--- src/rtl/core/rvx_pkg.sv ---
package rvx_pkg;

   // Data memory geometry: four byte banks, one row holds one aligned word.
   localparam int unsigned MEM_BYTES    = 65536;
   localparam int unsigned NUM_BANKS    = 4;
   localparam int unsigned MEM_ROWS     = MEM_BYTES / NUM_BANKS;
   localparam int unsigned MEM_ROW_BITS = $clog2(MEM_ROWS);

   localparam int unsigned NUM_REGS = 32;
   localparam int unsigned REG_BITS = 5;

   // Response queue: also bounds the number of requests in flight.
   localparam int unsigned RSP_QUEUE_DEPTH = 4;
   localparam int unsigned RSP_PTR_BITS    = $clog2(RSP_QUEUE_DEPTH);
   localparam int unsigned RSP_CNT_BITS    = $clog2(RSP_QUEUE_DEPTH + 1);

   localparam logic [31:0] WORD_BYTES = 32'd4;
   localparam logic [31:0] JALR_MASK  = ~32'b1;

   localparam logic [5:0] OP_ADD    = 6'd0;
   localparam logic [5:0] OP_ADDI   = 6'd1;
   localparam logic [5:0] OP_AND    = 6'd2;
   localparam logic [5:0] OP_ANDI   = 6'd3;
   localparam logic [5:0] OP_OR     = 6'd4;
   localparam logic [5:0] OP_ORI    = 6'd5;
   localparam logic [5:0] OP_XOR    = 6'd6;
   localparam logic [5:0] OP_XORI   = 6'd7;
   localparam logic [5:0] OP_SLL    = 6'd8;
   localparam logic [5:0] OP_SLLI   = 6'd9;
   localparam logic [5:0] OP_SRA    = 6'd10;
   localparam logic [5:0] OP_SRAI   = 6'd11;
   localparam logic [5:0] OP_SRL    = 6'd12;
   localparam logic [5:0] OP_SRLI   = 6'd13;
   localparam logic [5:0] OP_SUB    = 6'd14;
   localparam logic [5:0] OP_SLT    = 6'd15;
   localparam logic [5:0] OP_SLTU   = 6'd16;
   localparam logic [5:0] OP_SLTI   = 6'd17;
   localparam logic [5:0] OP_SLTIU  = 6'd18;
   localparam logic [5:0] OP_BEQ    = 6'd19;
   localparam logic [5:0] OP_BNE    = 6'd20;
   localparam logic [5:0] OP_BLT    = 6'd21;
   localparam logic [5:0] OP_BGE    = 6'd22;
   localparam logic [5:0] OP_BLTU   = 6'd23;
   localparam logic [5:0] OP_BGEU   = 6'd24;
   localparam logic [5:0] OP_LW     = 6'd25;
   localparam logic [5:0] OP_LH     = 6'd26;
   localparam logic [5:0] OP_LHU    = 6'd27;
   localparam logic [5:0] OP_LB     = 6'd28;
   localparam logic [5:0] OP_LBU    = 6'd29;
   localparam logic [5:0] OP_SW     = 6'd30;
   localparam logic [5:0] OP_SH     = 6'd31;
   localparam logic [5:0] OP_SB     = 6'd32;
   localparam logic [5:0] OP_JAL    = 6'd33;
   localparam logic [5:0] OP_JALR   = 6'd34;
   localparam logic [5:0] OP_LUI    = 6'd35;
   localparam logic [5:0] OP_AUIPC  = 6'd36;
   localparam logic [5:0] OP_ECALL  = 6'd37;
   localparam logic [5:0] OP_FENCE  = 6'd38;
   localparam logic [5:0] OP_EBREAK = 6'd39;
   localparam logic [5:0] OP_PAUSE  = 6'd40;
   localparam logic [5:0] OP_SBREAK = 6'd41;
   localparam logic [5:0] OP_SCALL  = 6'd42;

   // Access sizes.
   localparam logic [1:0] SIZE_BYTE = 2'd0;
   localparam logic [1:0] SIZE_HALF = 2'd1;
   localparam logic [1:0] SIZE_WORD = 2'd2;

   typedef struct packed {
      logic [5:0]         op;
      logic [4:0]         dest_reg;
      logic [4:0]         src_reg_a;
      logic [4:0]         src_reg_b;
      logic signed [31:0] immediate;
   } req_type;

   typedef struct packed {
      logic [31:0] next_pc;
      logic        reg_written;
      logic [4:0]  written_reg;
      logic [31:0] written_value;
      logic        system_call;
      logic        bad_opcode;
   } rsp_type;

   typedef struct packed {
      logic [31:0] result;
      logic        wr;
      logic [31:0] next_pc;
      logic        sys;
      logic        bad;
      logic        mem_rd;
      logic        mem_wr;
      logic [1:0]  mem_size;
      logic        mem_signed;
      logic [31:0] addr;
   } exec_type;

   typedef struct packed {
      logic                    we;
      logic [MEM_ROW_BITS-1:0] row;
      logic [7:0]              wdata;
   } mem_lane_type;

endpackage

--- src/rtl/core/rvx_rsp_queue.sv ---
module rvx_rsp_queue
   import rvx_pkg::*;
(
   input  logic                    clock,
   input  logic                    reset,
   input  logic                    push,
   input  rsp_type                 push_data,
   output logic                    out_valid,
   input  logic                    out_ready,
   output rsp_type                 out_data,
   output logic [RSP_CNT_BITS-1:0] count
);

   rsp_type                 entries_ff [RSP_QUEUE_DEPTH];
   logic [RSP_PTR_BITS-1:0] wr_ptr_ff, wr_ptr_in;
   logic [RSP_PTR_BITS-1:0] rd_ptr_ff, rd_ptr_in;
   logic [RSP_CNT_BITS-1:0] count_ff, count_in;
   logic                    pop;

   assign out_valid = (count_ff != '0);
   assign out_data  = entries_ff[rd_ptr_ff];
   assign count     = count_ff;
   assign pop       = out_valid && out_ready;

   always_comb begin
      wr_ptr_in = push ? wr_ptr_ff + 1'b1 : wr_ptr_ff;
      rd_ptr_in = pop ? rd_ptr_ff + 1'b1 : rd_ptr_ff;
      count_in  = count_ff + RSP_CNT_BITS'(push) - RSP_CNT_BITS'(pop);
   end

   always_ff @(posedge clock) begin
      if (reset) begin
         wr_ptr_ff <= '0;
         rd_ptr_ff <= '0;
         count_ff  <= '0;
      end else begin
         wr_ptr_ff <= wr_ptr_in;
         rd_ptr_ff <= rd_ptr_in;
         count_ff  <= count_in;
      end
   end

   always_ff @(posedge clock) begin
      if (push) begin
         entries_ff[wr_ptr_ff] <= push_data;
      end
   end

endmodule

--- config.mk ---
export PLATFORM = sky130hd
export DESIGN_NAME = rvx_rsp_queue
export DESIGN_NICKNAME = d
export VERILOG_FILES = /design/src/rtl/core/rvx_pkg.sv /design/src/rtl/core/rvx_rsp_queue.sv
export SDC_FILE = /design/constraint.sdc
export NUM_CORES = 1
export LEC_CHECK = 0
export BUFFER_PORTS_ARGS = -buffer_cell sky130_fd_sc_hd__buf_2
export CAP_MARGIN = 20
export CORE_MARGIN = 10
export CORE_UTILIZATION = 35
export DETAILED_ROUTE_END_ITERATION = 12
export GPL_TIMING_DRIVEN = 0
export HOLD_SLACK_MARGIN = 0.05
export MAX_ROUTING_LAYER = met4
export PLACE_DENSITY = 0.54
export SYNTH_ARGS = -nofsm -noshare
export SYNTH_HDL_FRONTEND = slang
export SYNTH_SLANG_ARGS = --single-unit
--- constraint.sdc ---
create_clock -name clock -period 4.73 [get_ports clock]
set_clock_uncertainty 0.1 [all_clocks]
set_input_delay 1.419 -clock clock [delete_from_list [all_inputs] [get_ports clock]]
set_output_delay 1.419 -clock clock [all_outputs]
set_load 0.02 [all_outputs]
==> impl_metrics.json <==
{
  "grt_use_met1_pct": 13.4,
  "fraction_of_power_spent_switching_nets_pct": 25.7,
  "grt_remaining_overflow": 0,
  "post_cts.repair.setup_buffers": 0,
  "syn_avg_cell_area_um2": 26.0,
  "cell_types_occupying_the_most_area_after_synthesis": "sky130_fd_sc_hd__edfxtp_1 (79%), sky130_fd_sc_hd__mux4_2 (14%), sky130_fd_sc_hd__dfxtp_1 (1.6%), sky130_fd_sc_hd__buf_12 (1.3%), sky130_fd_sc_hd__ha_1 (0.69%)",
  "share_comb_of_total_power_pct": 20.6,
  "routed_wire_length_per_instance_um": 21.3,
  "most-common-layout-cells": "sky130_fd_sc_hd__edfxtp_1 (288), sky130_fd_sc_hd__buf_2 (157), sky130_fd_sc_hd__mux4_2 (70)",
  "detail_route.first_pass.iterations": 4,
  "irDropWorstVdd_v": 0.000283,
  "synth_compound_gate_area_share_pct": 0.160,
  "grt_pass1_vias": 5735,
  "worst_path_required_ns": 3.21,
  "cp_data_arrival_time_ns": 2.35,
  "critical_path_class": "reg2out",
  "cts_resized": 0,
  "post-dp-hpwl_mm": 13.9,
  "io-pin-count": 152,
  "netlist_area_before_placement_um2": 10900,
  "synthAdderAreaFrac_pct": 0.869,
  "powerDensity_nw_per_um2": 518,
  "async_flop_share_pct": 0,
  "number_of_drc_violations_after_detailed_routing_iteration_0": 210,
  "worstMarginPinSlew_ns": 0.738,
  "drive_above_1_share_pct": 46.7,
  "postPlaceCellArea_um2": 12300,
  "rsz0062_at_grt": "no",
  "finalWorstPathRequiredPeriod_ns": 3.87,
  "power.switching_mw": 1.78,
  "holdPathStages": 2,
  "outcome": "completed",
  "m3_gr_usage_pct": 3.07,
  "layout.nets": 694,
  "utilization_pct": 43.5,
  "final_area_um2": 13400,
  "ys_seq_elements": 297,
  "setup-violations-final": 0,
  "effective_utilization_at_floorplan_pct": 35.6,
  "largest_area_contributor_in_the_netlist": "sky130_fd_sc_hd__edfxtp_1",
  "setup.worst_path.start_class": "flip-flop",
  "core_um2": 30700,
  "crit_path_end_kind": "output pin",
  "synth_nets": 504,
  "flow.area_growth_from_synthesis_pct": 22.2,
  "postRouteWirelength_mm": 21.9,
  "clock_power_share_pct": 35.0,
  "ys_types": 21,
  "worst-path-max-fanout": 10,
  "max_freq_ghz": 0.258,
  "die_w_um": 197,
  "post-route-period-util_pct": 81.9,
  "finalHoldViolations": 0,
  "row_count": 64,
  "grt_most_used_layer": "met2",
  "timing.hold.worst.start": "wr_ptr_ff[0]$_SDFFE_PP0P_",
  "clock_sink_count": 297,
  "number_of_enable_type_register_cells_in_the_synthesized_netlist": 288,
  "synth_cells": 421,
  "yosys_warnings": 0,
  "number_of_buffers_created_by_cts": 34,
  "reg_to_reg_critical_path_startpoint": "count[1]$_SDFF_PP0_",
  "worst_reg2reg_path_endpoint": "count[2]$_SDFF_PP0_",
  "cts-htree-levels": 2,
  "clkSlewWorstSetupHoldPaths_ns": 0.05,
  "cts_tree": "done",
  "port_buffers": 150,
  "pwr-share-seq_pct": 44.4,
  "track_usage_pct": 11.7,
  "gr-usage-met2_pct": 19.7,
  "ys_seq_area_share_pct": 80.7,
  "wire_length_of_the_first_global_routing_pass_mm": 33.7,
  "num_vias": 4996,
  "die_area_um2": 38700,
  "ctsLongestPathBuffers": 3,
  "post_synth_and_or_nand_nor_area_fraction_pct": 0.686,
  "min_delay_worst_endpoint": "wr_ptr_ff[0]$_SDFFE_PP0P_",
  "p_int_mw": 5.15,
  "clk-insertion-delay-late_ns": 0.49,
  "report.final.slew_viol_count": 0,
  "die_height_um": 197,
  "synth_top_family_by_area": "multiplexers",
  "grt_max_degree": 56,
  "synth_top_area_share_pct": 79.1,
  "setup_total_negative_slack_ns": 0,
  "setup.reg_to_reg.worst_slack_ns": 2.61,
  "via_per_inst": 4.84,
  "leakage_power_summed_over_all_cells_nw": 4.52,
  "muxShareOfSynthArea_pct": 15.3,
  "worstRegToRegCells": 7,
  "drc": 0,
  "cts_root_buf": "sky130_fd_sc_hd__clkbuf_16",
  "cts_hold_buf": 0,
  "maxSlewHeadroom_pct": 50.8,
  "fillerInstances": 2716,
  "ys.flop_type": "sky130_fd_sc_hd__edfxtp_1",
  "final_common_cell": "sky130_fd_sc_hd__edfxtp_1",
  "yosys.area_share.xor_xnor_pct": 0.297,
  "hp-class": "reg2reg",
  "drv.max_cap_violation_count": 0,
  "drt.antenna.violating_nets": 0,
  "grt_antenna_before_repair": 2,
  "gpl.final_weighted_congestion": 0.709
}
## worst max path at each step
stage          depth (start not counted)       from                          end  slack, ns
5_1_grt                                4  flip-flop                 out_data[12]       0.69
6_report                               4  flip-flop                 out_data[12]       0.86
2_1_floorplan                          1       push   entries_ff[0][0]$_DFFE_PP_       1.09
3_5_place_dp                           4  flip-flop                 out_data[12]       1.28
4_1_cts                                4  flip-flop                 out_data[12]       0.75
3_3_place_gp                           2       push  entries_ff[0][64]$_DFFE_PP_      -0.55
## critical path: stages, from the launching register on
cell and delay [ns]:
sky130_fd_sc_hd__dfxtp_1 0.30, sky130_fd_sc_hd__clkbuf_1 0.56, sky130_fd_sc_hd__buf_2 0.44, sky130_fd_sc_hd__mux4_2 0.39, sky130_fd_sc_hd__buf_2 0.18
## synth_stat cells, types with 2 or more instances
library cell                 n
sky130_fd_sc_hd__and2_1      4
sky130_fd_sc_hd__buf_12      7
sky130_fd_sc_hd__buf_2       7
sky130_fd_sc_hd__clkbuf_1    2
sky130_fd_sc_hd__dfxtp_1     9
sky130_fd_sc_hd__edfxtp_1  288
sky130_fd_sc_hd__ha_1        6
sky130_fd_sc_hd__inv_1       6
sky130_fd_sc_hd__mux2_2      3
sky130_fd_sc_hd__mux4_1      2
sky130_fd_sc_hd__mux4_2     70
sky130_fd_sc_hd__nor2_1      5
sky130_fd_sc_hd__nor2b_1     4
## state kept, by name (all words and copies together) (netlist names), named ones only
name,count
count,3
entries_ff,288
wr_ptr_ff,2
rd_ptr_ff,2
## power groups by stage
stage	Sequential, mW	Combinational (mW)	Clock [mW]
detailed placement	3.13	1.47	0
floorplan	3.14	0.995	0
finish	3.08	1.43	2.42
CTS	3.08	1.48	2.51
global placement	3.14	1.44	0
global route	3.09	1.55	2.61
## through the flow
| step | setup slack, ns | instances | power [mW] | hold WS, ns |
|---|---|---|---|---|
| 3_3_place_gp | -0.550 | 967 | 4.58 | 0.430 |
| 2_1_floorplan | 1.09 | 421 | 4.13 | 0.414 |
| 3_5_place_dp | 1.28 | 971 | 4.60 | 0.461 |
| 6_report | 0.856 | 1032 | 6.93 | 0.465 |
| 4_1_cts | 0.749 | 1030 | 7.07 | 0.468 |
| 5_1_grt | 0.688 | 1032 | 7.25 | 0.500 |
## final cells by class
type	instances	area, um2	share of cell area (%)
inverter	6	22.5	0.168
antenna	2	5.00	0.0374
multi-input combinational	101	1900	14.2
buffer	17	194	1.45
sequential	297	8830	66.0
tap	396	495	3.71
timing repair buffer	154	861	6.44
clock buffer	43	948	7.09
clock inverter	16	110	0.824
## cells by family (layout without fill, tap and decap cells)
kind of cell             count (synthesis)  count (layout)
AO/OA/AOI/OAI                            2               2
XOR/XNOR                                 2               2
adder cells (fa/ha/maj)                  7               7
buffers and inverters                   23             236
flip-flops                             297             297
multiplexers                            76              76
other                                    0               2
AND/OR/NAND/NOR                         14              14
## per-layer routing
| layer | vias up | share of wire [%] |
|---|---|---|
| li1 | 2192 | - |
| met1 | 2617 | 40 |
| met2 | 146 | 52 |
| met3 | 41 | 6.0 |
| met4 | 0 | 2.2 |
| met5 | - | 0 |
Note: power is estimated with default switching activity, not from simulation.
