$ cat src/rtl/core/rvx_pkg.sv
package rvx_pkg;

   // Data memory geometry: four byte banks, one row holds one aligned word.
   localparam int unsigned MEM_BYTES    = 65536;
   localparam int unsigned NUM_BANKS    = 4;
   localparam int unsigned MEM_ROWS     = MEM_BYTES / NUM_BANKS;
   localparam int unsigned MEM_ROW_BITS = $clog2(MEM_ROWS);

   localparam int unsigned NUM_REGS = 32;
   localparam int unsigned REG_BITS = 5;

   // Response queue: also bounds the number of requests in flight.
   localparam int unsigned RSP_QUEUE_DEPTH = 4;
   localparam int unsigned RSP_PTR_BITS    = $clog2(RSP_QUEUE_DEPTH);
   localparam int unsigned RSP_CNT_BITS    = $clog2(RSP_QUEUE_DEPTH + 1);

   localparam logic [31:0] WORD_BYTES = 32'd4;
   localparam logic [31:0] JALR_MASK  = ~32'b1;

   localparam logic [5:0] OP_ADD    = 6'd0;
   localparam logic [5:0] OP_ADDI   = 6'd1;
   localparam logic [5:0] OP_AND    = 6'd2;
   localparam logic [5:0] OP_ANDI   = 6'd3;
   localparam logic [5:0] OP_OR     = 6'd4;
   localparam logic [5:0] OP_ORI    = 6'd5;
   localparam logic [5:0] OP_XOR    = 6'd6;
   localparam logic [5:0] OP_XORI   = 6'd7;
   localparam logic [5:0] OP_SLL    = 6'd8;
   localparam logic [5:0] OP_SLLI   = 6'd9;
   localparam logic [5:0] OP_SRA    = 6'd10;
   localparam logic [5:0] OP_SRAI   = 6'd11;
   localparam logic [5:0] OP_SRL    = 6'd12;
   localparam logic [5:0] OP_SRLI   = 6'd13;
   localparam logic [5:0] OP_SUB    = 6'd14;
   localparam logic [5:0] OP_SLT    = 6'd15;
   localparam logic [5:0] OP_SLTU   = 6'd16;
   localparam logic [5:0] OP_SLTI   = 6'd17;
   localparam logic [5:0] OP_SLTIU  = 6'd18;
   localparam logic [5:0] OP_BEQ    = 6'd19;
   localparam logic [5:0] OP_BNE    = 6'd20;
   localparam logic [5:0] OP_BLT    = 6'd21;
   localparam logic [5:0] OP_BGE    = 6'd22;
   localparam logic [5:0] OP_BLTU   = 6'd23;
   localparam logic [5:0] OP_BGEU   = 6'd24;
   localparam logic [5:0] OP_LW     = 6'd25;
   localparam logic [5:0] OP_LH     = 6'd26;
   localparam logic [5:0] OP_LHU    = 6'd27;
   localparam logic [5:0] OP_LB     = 6'd28;
   localparam logic [5:0] OP_LBU    = 6'd29;
   localparam logic [5:0] OP_SW     = 6'd30;
   localparam logic [5:0] OP_SH     = 6'd31;
   localparam logic [5:0] OP_SB     = 6'd32;
   localparam logic [5:0] OP_JAL    = 6'd33;
   localparam logic [5:0] OP_JALR   = 6'd34;
   localparam logic [5:0] OP_LUI    = 6'd35;
   localparam logic [5:0] OP_AUIPC  = 6'd36;
   localparam logic [5:0] OP_ECALL  = 6'd37;
   localparam logic [5:0] OP_FENCE  = 6'd38;
   localparam logic [5:0] OP_EBREAK = 6'd39;
   localparam logic [5:0] OP_PAUSE  = 6'd40;
   localparam logic [5:0] OP_SBREAK = 6'd41;
   localparam logic [5:0] OP_SCALL  = 6'd42;

   // Access sizes.
   localparam logic [1:0] SIZE_BYTE = 2'd0;
   localparam logic [1:0] SIZE_HALF = 2'd1;
   localparam logic [1:0] SIZE_WORD = 2'd2;

   typedef struct packed {
      logic [5:0]         op;
      logic [4:0]         dest_reg;
      logic [4:0]         src_reg_a;
      logic [4:0]         src_reg_b;
      logic signed [31:0] immediate;
   } req_type;

   typedef struct packed {
      logic [31:0] next_pc;
      logic        reg_written;
      logic [4:0]  written_reg;
      logic [31:0] written_value;
      logic        system_call;
      logic        bad_opcode;
   } rsp_type;

   typedef struct packed {
      logic [31:0] result;
      logic        wr;
      logic [31:0] next_pc;
      logic        sys;
      logic        bad;
      logic        mem_rd;
      logic        mem_wr;
      logic [1:0]  mem_size;
      logic        mem_signed;
      logic [31:0] addr;
   } exec_type;

   typedef struct packed {
      logic                    we;
      logic [MEM_ROW_BITS-1:0] row;
      logic [7:0]              wdata;
   } mem_lane_type;

endpackage

$ cat src/rtl/core/rvx_lsu.sv
module rvx_lsu
   import rvx_pkg::*;
(
   input  logic [31:0]                   st_addr,
   input  logic [1:0]                    st_size,
   input  logic                          st_en,
   input  logic [31:0]                   st_data,
   output mem_lane_type [NUM_BANKS-1:0]  lane,
   input  logic [1:0]                    ld_offset,
   input  logic [1:0]                    ld_size,
   input  logic                          ld_signed,
   input  logic [NUM_BANKS-1:0][7:0]     ld_bytes,
   output logic [31:0]                   ld_value
);

   // Bank j holds byte k = (j - offset) mod 4 of the access; banks below the
   // offset take the next row.
   always_comb begin
      logic [1:0] k;
      logic       in_range;
      for (int j = 0; j < NUM_BANKS; j++) begin
         k = 2'(j) - st_addr[1:0];
         case (st_size)
            SIZE_BYTE: in_range = (k == 2'd0);
            SIZE_HALF: in_range = !k[1];
            SIZE_WORD: in_range = 1'b1;
            default:   in_range = 1'b0;
         endcase
         lane[j].we    = st_en && in_range;
         lane[j].row   = st_addr[MEM_ROW_BITS+1:2] + MEM_ROW_BITS'(2'(j) < st_addr[1:0]);
         lane[j].wdata = 8'(st_data >> {k, 3'b000});
      end
   end

   // Rotate the bank bytes back into access order, then extend.
   always_comb begin
      logic [31:0] raw;
      for (int k = 0; k < NUM_BANKS; k++) begin
         raw[8*k +: 8] = ld_bytes[2'(k) + ld_offset];
      end
      case (ld_size)
         SIZE_BYTE: ld_value = {{24{ld_signed & raw[7]}}, raw[7:0]};
         SIZE_HALF: ld_value = {{16{ld_signed & raw[15]}}, raw[15:0]};
         SIZE_WORD: ld_value = raw;
         default:   ld_value = raw;
      endcase
   end

endmodule

$ cat config.mk
export PLATFORM = sky130hd
export DESIGN_NAME = rvx_lsu
export DESIGN_NICKNAME = d
export VERILOG_FILES = /design/src/rtl/core/rvx_pkg.sv /design/src/rtl/core/rvx_lsu.sv
export SDC_FILE = /design/constraint.sdc
export NUM_CORES = 1
export LEC_CHECK = 0
export BUFFER_PORTS_ARGS = -buffer_cell sky130_fd_sc_hd__buf_4
export CORE_MARGIN = 3
export CORE_UTILIZATION = 37
export DETAILED_ROUTE_END_ITERATION = 8
export GPL_TIMING_DRIVEN = 1
export PLACE_DENSITY = 0.8
export SLEW_MARGIN = 15
export SYNTH_ARGS = -nofsm -noshare
export SYNTH_HDL_FRONTEND = slang
export SYNTH_SLANG_ARGS = --single-unit
$ cat constraint.sdc
create_clock -name vclk -period 2.53
set_input_delay 0.253 -clock vclk [all_inputs]
set_output_delay 0.253 -clock vclk [all_outputs]
set_load 0.02 [all_outputs]
==> results_dict.tcl, run 1 <==
set metrics [dict create \
    synth.yosys.seq_area_share_pct 0 \
    cp.required_ns 2.28 \
    cp-end-kind "output pin" \
    cts_setup_buffers 0 \
    path_max_fanout 16 \
    start_kind "input pin" \
    drt_iter0_markers 114 \
    arrival_ns 1.85 \
    grt_use_total_pct 21.2 \
    outcome "complete, no violations" \
    critical-path-max-stage-delay_ns 0.55 \
    worst_slack_ns 0.424 \
    ctsResizeCount 0 \
    slew_viol_final 0 \
    grt_max_degree 34 \
    final_nets 576 \
    synth_warnings 0 \
    worstMarginPinSlew_ns 0.527 \
    hpwl_mm 8.38 \
    fp.dieH_microns 92.8 \
    routed_wl_mm 9.99 \
    core-area_sq_mm 0.00729 \
    grt_antenna_before_repair 0 \
    setup_viol 0 \
    grt_pass1_wl_mm 15.1 \
    cpMaxStageDelayCell "mux4_2" \
    ant_nets 0 \
    cts_hold_buffers 0 \
    p_leak_nw 1.90 \
    io_pins 228 \
    design.seq.count 0 \
    start_util_pct 38.3 \
    postSynthAreaPerCell_sq_um 9.72 \
    cp-endpoint "ld_value[25]" \
    irDropWorstVdd_v 0.000142 \
    drc 0 \
    setup.worst_path.start "ld_offset[1]" \
    netlist_area_sq_mm 0.00279 \
    clock.fmax_mhz 475 \
    wire_per_inst_microns 17.9 \
    detail_route.first_pass.iterations 6 \
    fin_util_pct 58.8 \
    place.gp.congestion 0.850 \
    finalHoldViolCount 0 \
    fin_setup_tns_ns 0 \
    rsz0062_at_grt "false" \
    relSlewSlack_pct 64.1 \
    layout_min_cycle_time_ns 2.11 \
    grt_pass1_vias 3000 \
    cpMostUsedCell "buf_4" \
    synth_area_leaders "mux4_2 47%, xnor2_1 7.5%, ha_1 4.9%, nand2_1 4.2%, buf_4 4.0%" \
    final-seq-area_sq_um 0 \
    p_per_area_mw_per_mm2 258 \
    hold_path.class "input pin to output pin" \
    vias_per_cell 5.70 \
    row_count 31 \
    grt_overflow_total 0 \
    synth_area_leader_cell "mux4_2" \
    numPortBuffers 212 \
    n_clock_buffer 0 \
    drv_cap 0 \
    die_x_microns 92.8 \
    synth_top_area_share_pct 46.8 \
    fin_crit_sh_pct 83.2 \
    die_area_sq_mm 0.00862 \
    drive_gt1_share_pct 61.7 \
    syn_nets 402 \
    synthCells 287 \
    diodes 0 \
    place_ws_ns 0.421 \
    area_growth_pct 53.8 \
    critPathKind "input pin to output pin" \
    path_cells "buf_4 -> mux4_2 -> mux2i_4 -> o32ai_1 -> buf_4" \
    synth_cell_types 31 \
    via_count 3181 \
]
-- Yosys cell counts (all sizes together) (2+ instances only) --
| cell type | count |
|---|---|
| and4 | 4 |
| inv | 8 |
| nand4 | 9 |
| o22ai | 2 |
| mux4 | 58 |
| mux2 | 5 |
| nand3 | 14 |
| a211oi | 2 |
| xnor2 | 24 |
| nor2 | 9 |
| a21oi | 2 |
| o21bai | 2 |
| mux2i | 5 |
| and2 | 4 |
| buf | 36 |
| nor2b | 2 |
| a21boi | 2 |
| ha | 11 |
| o21ai | 20 |
| nand2 | 31 |
| nor4 | 9 |
| clkbuf | 11 |
| xor2 | 12 |
| o32ai | 4 |
-- metrics by stage --
| step | power, mW | area, sq um | hold slack, ns | cells |
|---|---|---|---|---|
| 6_report | 1.11 | 4290 | 0.755 | 558 |
| 5_1_grt | 1.18 | 4290 | 0.765 | 558 |
| 4_1_cts | 1.12 | 4290 | 0.757 | 558 |
| 3_5_place_dp | 1.11 | 4290 | 0.756 | 558 |
| 3_3_place_gp | 1.09 | 4290 | 0.754 | 558 |
| 2_1_floorplan | 0.656 | 2790 | 0.619 | 287 |
-- cell type report --
class	count	area (sq um)
repair buffers	219	1640
multi-input cells	232	2490
fillers	643	3000
inverters	8	30.0
well taps	99	124
-- worst min path at each step --
| stage | cells after the start | endpoint | startpoint | slack [ns] |
|---|---|---|---|---|
| 3_5_place_dp | 2 | lane[90] | st_addr[15] | 0.76 |
| 6_report | 2 | lane[77] | st_addr[2] | 0.75 |
| 3_3_place_gp | 2 | lane[77] | st_addr[2] | 0.75 |
| 4_1_cts | 2 | lane[90] | st_addr[15] | 0.76 |
| 5_1_grt | 2 | lane[90] | st_addr[15] | 0.76 |
| 2_1_floorplan | 1 | lane[77] | st_addr[2] | 0.62 |
-- power by group --
group	internal, mW	total, mW	switching, mW
combinational	0.536	1.11	0.572
clock	0	0	0
sequential	0	0	0
-- layer usage --
| metal | up-vias | part of all wire [%] | GRT usage, % |
|---|---|---|---|
| li1 | 1455 | - | - |
| met3 | 8 | 8.3 | 3.25 |
| met5 | - | 0 | 0 |
| met1 | 1558 | 35 | 25.0 |
| met2 | 160 | 56 | 41.9 |
| met4 | 0 | 0.60 | 0.855 |
-- logic make-up after synthesis --
logic type      Yosys count  synth area share [%]
mux                      68                  51.1
xor+xnor                 36                  11.3
compound gates           34                  7.26
fa+ha+maj                11                  4.93
buf+inv                  55                  10.7
simple gates             83                  14.8
-- placed cells by master, fill, tap and decap left out, drive strengths merged, types with 9 or more instances in the layout --
master,instances
nand4,9
ha,11
nor2,9
xnor2,24
xor2,12
nor4,9
o21ai,20
nand3,14
nand2,31
buf,219
mux4,58
-- worst max-delay path, delay by kind of cell --
kind / cells / cell delay, ns
buffers and inverters: 2 / 0.41
AOI/OAI and AO/OA: 1 / 0.17
muxes: 2 / 1.00
Power figures use the tool's default switching activity.
==> run 2, diff against run 1 <==
CORE_AREA = 3 3 88 90   (was default)
CORE_MARGIN = default   (was 3)
CORE_UTILIZATION = default   (was 37)
DIE_AREA = 0 0 91 93   (was default)
PLACE_DENSITY = 0.81   (was 0.8)
clock period = 2.1 ns   (was 2.53 ns; I/O delays follow)
==> results_dict.tcl, run 2 (synthesis gave the netlist of run 1 again) <==
set metrics [dict create \
    diodes 0 \
    fin_cells 559 \
    power_mw 1.35 \
    grt_use_total_pct 22.1 \
    arrival_ns 1.71 \
    cp.required_ns 1.89 \
    layout_min_cycle_time_ns 1.92 \
    drv_cap 0 \
    grt_pass1_wl_mm 15.9 \
    grt_max_degree 33 \
    path_buf_inv 5 \
    drc 0 \
    drt_iter0_markers 145 \
    wire_per_inst_microns 18.0 \
    grt_pass1_vias 3117 \
    cpMostUsedCell "inv_1" \
    layout_common_cells "219 x buf_4, 58 x mux4_2, 31 x nand2_1, 24 x xnor2_1, 14 x nand3_1" \
    clock.fmax_mhz 520 \
    p_sw_uw 694 \
    numPortBuffers 212 \
    critPathKind "input pin to output pin" \
    final_nets 577 \
    start_kind "input pin" \
    place_ws_ns 0.153 \
    share_comb_of_total_power_pct 100.0 \
    place.gp.congestion 0.911 \
    finalHoldViolCount 0 \
    holdPathStages 2 \
    final-seq-area_sq_um 0 \
    irDropWorstVdd_v 0.000176 \
    die_x_microns 91 \
    setup_viol 0 \
    area_growth_pct 55.3 \
    dpl_cell_area_sq_mm 0.00433 \
    whs_endpoint "lane[90]" \
    path_max_fanout 9 \
    fin_setup_tns_ns 0 \
    routed_wl_mm 10.0 \
    hpwl_mm 8.55 \
    power_frac_clock_pct 0 \
    critical-path-max-stage-delay_ns 0.38 \
    row_count 31 \
    layout_commonest_cell "buf_4" \
    hold_path.class "input pin to output pin" \
    path_cells "buf_4 -> inv_1 -> ha_1 -> inv_1 -> ha_2 -> inv_1 -> nor4_1 -> xor2_1 -> buf_4" \
    grt_overflow_total 0 \
    die_area_sq_mm 0.00846 \
    detail_route.first_pass.iterations 4 \
    slew_viol_final 0 \
    outcome "complete, no violations" \
    via_count 3182 \
    fp.dieH_microns 93 \
    p_leak_nw 1.91 \
    vias_per_cell 5.69 \
    pwr-share-seq_pct 0 \
    final_area_sq_mm 0.00433 \
    design.seq.count 0 \
    p_int_uw 655 \
    rsz0062_at_grt "false" \
    start_util_pct 39.1 \
    p_per_area_mw_per_mm2 311 \
    cts_setup_buffers 0 \
    fin_util_pct 60.7 \
    placed_cells 559 \
    n_clock_buffer 0 \
    ant_nets 0 \
    fin_crit_sh_pct 91.5 \
    worstMarginPinSlew_ns 0.511 \
    core-area_sq_mm 0.00714 \
    min_from "st_addr[15]" \
    cpMaxStageDelayCell "nor4_1" \
    relSlewSlack_pct 65.2 \
    io_pins 228 \
    switching_share_pct 51.4 \
    path_delay_family "buffers and inverters" \
    grt_antenna_before_repair 0 \
    worst_slack_ns 0.179 \
    drive_gt1_share_pct 62.6 \
    hold_ws_ns 0.666 \
    cp-end-kind "output pin" \
]
-- run 2: power groups by stage --
stage	Clock, mW	Sequential [mW]	Combinational (mW)
global route	0	0	1.43
global placement	0	0	1.33
CTS	0	0	1.36
floorplan	0	0	0.798
finish	0	0	1.35
detailed placement	0	0	1.35
-- run 2: layer usage --
metal | vias up | track usage (%) | routed length, microns
li1 | 1456 | - | -
met1 | 1548 | 27.0 | 3660
met2 | 162 | 41.9 | 5480
met3 | 16 | 2.65 | 705
met4 | 0 | 4.15 | 195
met5 | - | 0 | 0
-- run 2: cell type report --
type	count	area (sq um)
inverters	8	30.0
well taps	99	124
fillers	646	2800
repair buffers	220	1660
multi-input cells	232	2520
-- run 2: what timing repair did --
item / in CTS / in global routing
endpoints found under the setup margin: 0 / 2
hold buffers: 0 / 0
resized for setup: 0 / 1
endpoints found under the hold margin: 0 / 0
-- run 2: worst max-delay path by stage --
stage,end,depth (start not counted),start,slack (ns)
after floorplan,lane[20],10,st_addr[1],0.01
after global placement,lane[65],7,st_addr[1],0.18
after detailed placement,lane[65],7,st_addr[1],0.15
after CTS,lane[65],7,st_addr[1],0.15
after global routing,lane[20],10,st_addr[1],0.04
final,lane[21],9,st_addr[1],0.18
==> run 3, diff against run 2 <==
PLACE_DENSITY = 0.83   (was 0.81)
SLEW_MARGIN = 20   (was 15)
==> results_dict.tcl, run 3 (synthesis gave the netlist of run 1 again) <==
set metrics [dict create \
    outcome "complete, no violations" \
    relSlewSlack_pct 63.0 \
    hold_path.class "input pin to output pin" \
    p_leak_nw 1.92 \
    numPortBuffers 212 \
    wire_per_inst_microns 18.2 \
    worstMarginPinSlew_ns 0.543 \
    rsz0062_at_grt "false" \
    cts_setup_buffers 0 \
    start_util_pct 39.1 \
    holdPathStages 2 \
    arrival_ns 1.71 \
    fin_crit_sh_pct 91.5 \
    path_cells "buf_4 -> inv_1 -> ha_1 -> inv_1 -> ha_2 -> ha_4 -> nand2_1 -> nor4_2 -> xor2_1 -> buf_4" \
    critPathKind "input pin to output pin" \
    layout_common_cells "221 x buf_4, 58 x mux4_2, 31 x nand2_1, 24 x xnor2_1, 14 x nand3_1" \
    row_count 31 \
    via_count 3164 \
    min_from "st_addr[15]" \
    critical-path-max-stage-delay_ns 0.27 \
    detail_route.first_pass.iterations 4 \
    area_growth_pct 55.8 \
    cp.required_ns 1.89 \
    grt_use_total_pct 22.3 \
    irDropWorstVdd_v 0.000162 \
    grt_pass1_vias 3129 \
    grt_max_degree 25 \
    diodes 0 \
    num-fill-cells 606 \
    whs_endpoint "lane[90]" \
    cpMaxStageDelayCell "ha_2" \
    drc 0 \
    die_x_microns 91 \
    setup_viol 0 \
    place.gp.congestion 0.884 \
    drt_iter0_markers 123 \
    layout_commonest_cell "buf_4" \
    hpwl_mm 8.58 \
    ctsResizeCount 0 \
    final-seq-area_sq_um 0 \
    finalHoldViolCount 0 \
    vias_per_cell 5.64 \
    grt_pass1_wl_mm 15.7 \
    final_nets 579 \
    io_pins 228 \
    fp.dieH_microns 93 \
    fin_setup_tns_ns 0 \
    design.seq.count 0 \
    clock.fmax_mhz 521 \
    path_delay_family "adder cells" \
    ant_nets 0 \
    routed_wl_mm 10.2 \
    slew_viol_final 0 \
    cp-end-kind "output pin" \
    fin_util_pct 60.9 \
    drv_cap 0 \
    path_max_fanout 6 \
    core-area_sq_mm 0.00714 \
    n_clock_buffer 0 \
    path_buf_inv 4 \
    p_per_area_mw_per_mm2 312 \
    drive_gt1_share_pct 62.6 \
    cts_hold_buffers 0 \
    start_kind "input pin" \
    grt_antenna_before_repair 0 \
    grt_overflow_total 0 \
    layout_min_cycle_time_ns 1.92 \
    die_area_sq_mm 0.00846 \
]
==> run 3: cell count changes in the layout (fill, tap and decap cells not counted) <==
cell	before	now
buf_4	219	221
ha_1	8	9
ha_2	2	1
==> run 3: layout make-up <==
cell class | count | area (sq um) | area share, %
Tap cell | 99 | 124 | 2.85
Timing Repair Buffer | 222 | 1680 | 38.6
Inverter | 8 | 30.0 | 0.691
Multi-Input combinational cell | 232 | 2510 | 57.8
==> run 3: per-stage QoR <==
step                      total power [mW]  worst slack [ns]  area, sq um  hold WS (ns)  instances
after global placement                1.33             0.204         4350         0.668        561
after detailed placement              1.36             0.176         4350         0.672        561
after CTS                             1.36             0.174         4350         0.672        561
after global routing                  1.44           0.00264         4350         0.676        561
final                                 1.36             0.179         4350         0.671        561
after floorplan                      0.798           0.00964         2830         0.533        287
==> run 3: metal layers <==
metal  vias up  track usage, %  part of all wire, %  wire (microns)
li1       1462               -                    -               -
met3        16            4.18                  6.7             689
met5         -               0                    0               0
met2       131            40.5                   54            5470
met1      1555            27.7                   38            3870
met4         0            4.65                  1.9             199
==> run 3: worst max path at each step <==
stage	start	end	slack (ns)	depth (start not counted)
after CTS	st_addr[1]	lane[20]	0.17	10
after global placement	st_addr[1]	lane[19]	0.20	9
after floorplan	st_addr[1]	lane[20]	0.01	10
final	st_addr[1]	lane[20]	0.18	10
after detailed placement	st_addr[1]	lane[20]	0.18	10
after global routing	st_addr[1]	lane[66]	0.003	8
==> run 3: report_power, final <==
part	internal (mW)	total, mW	switching [mW]	leakage [nW]
Combinational	0.656	1.36	0.699	1.92
Sequential	0	0	0	0
Clock	0	0	0	0
Total	0.656	1.36	0.699	1.92
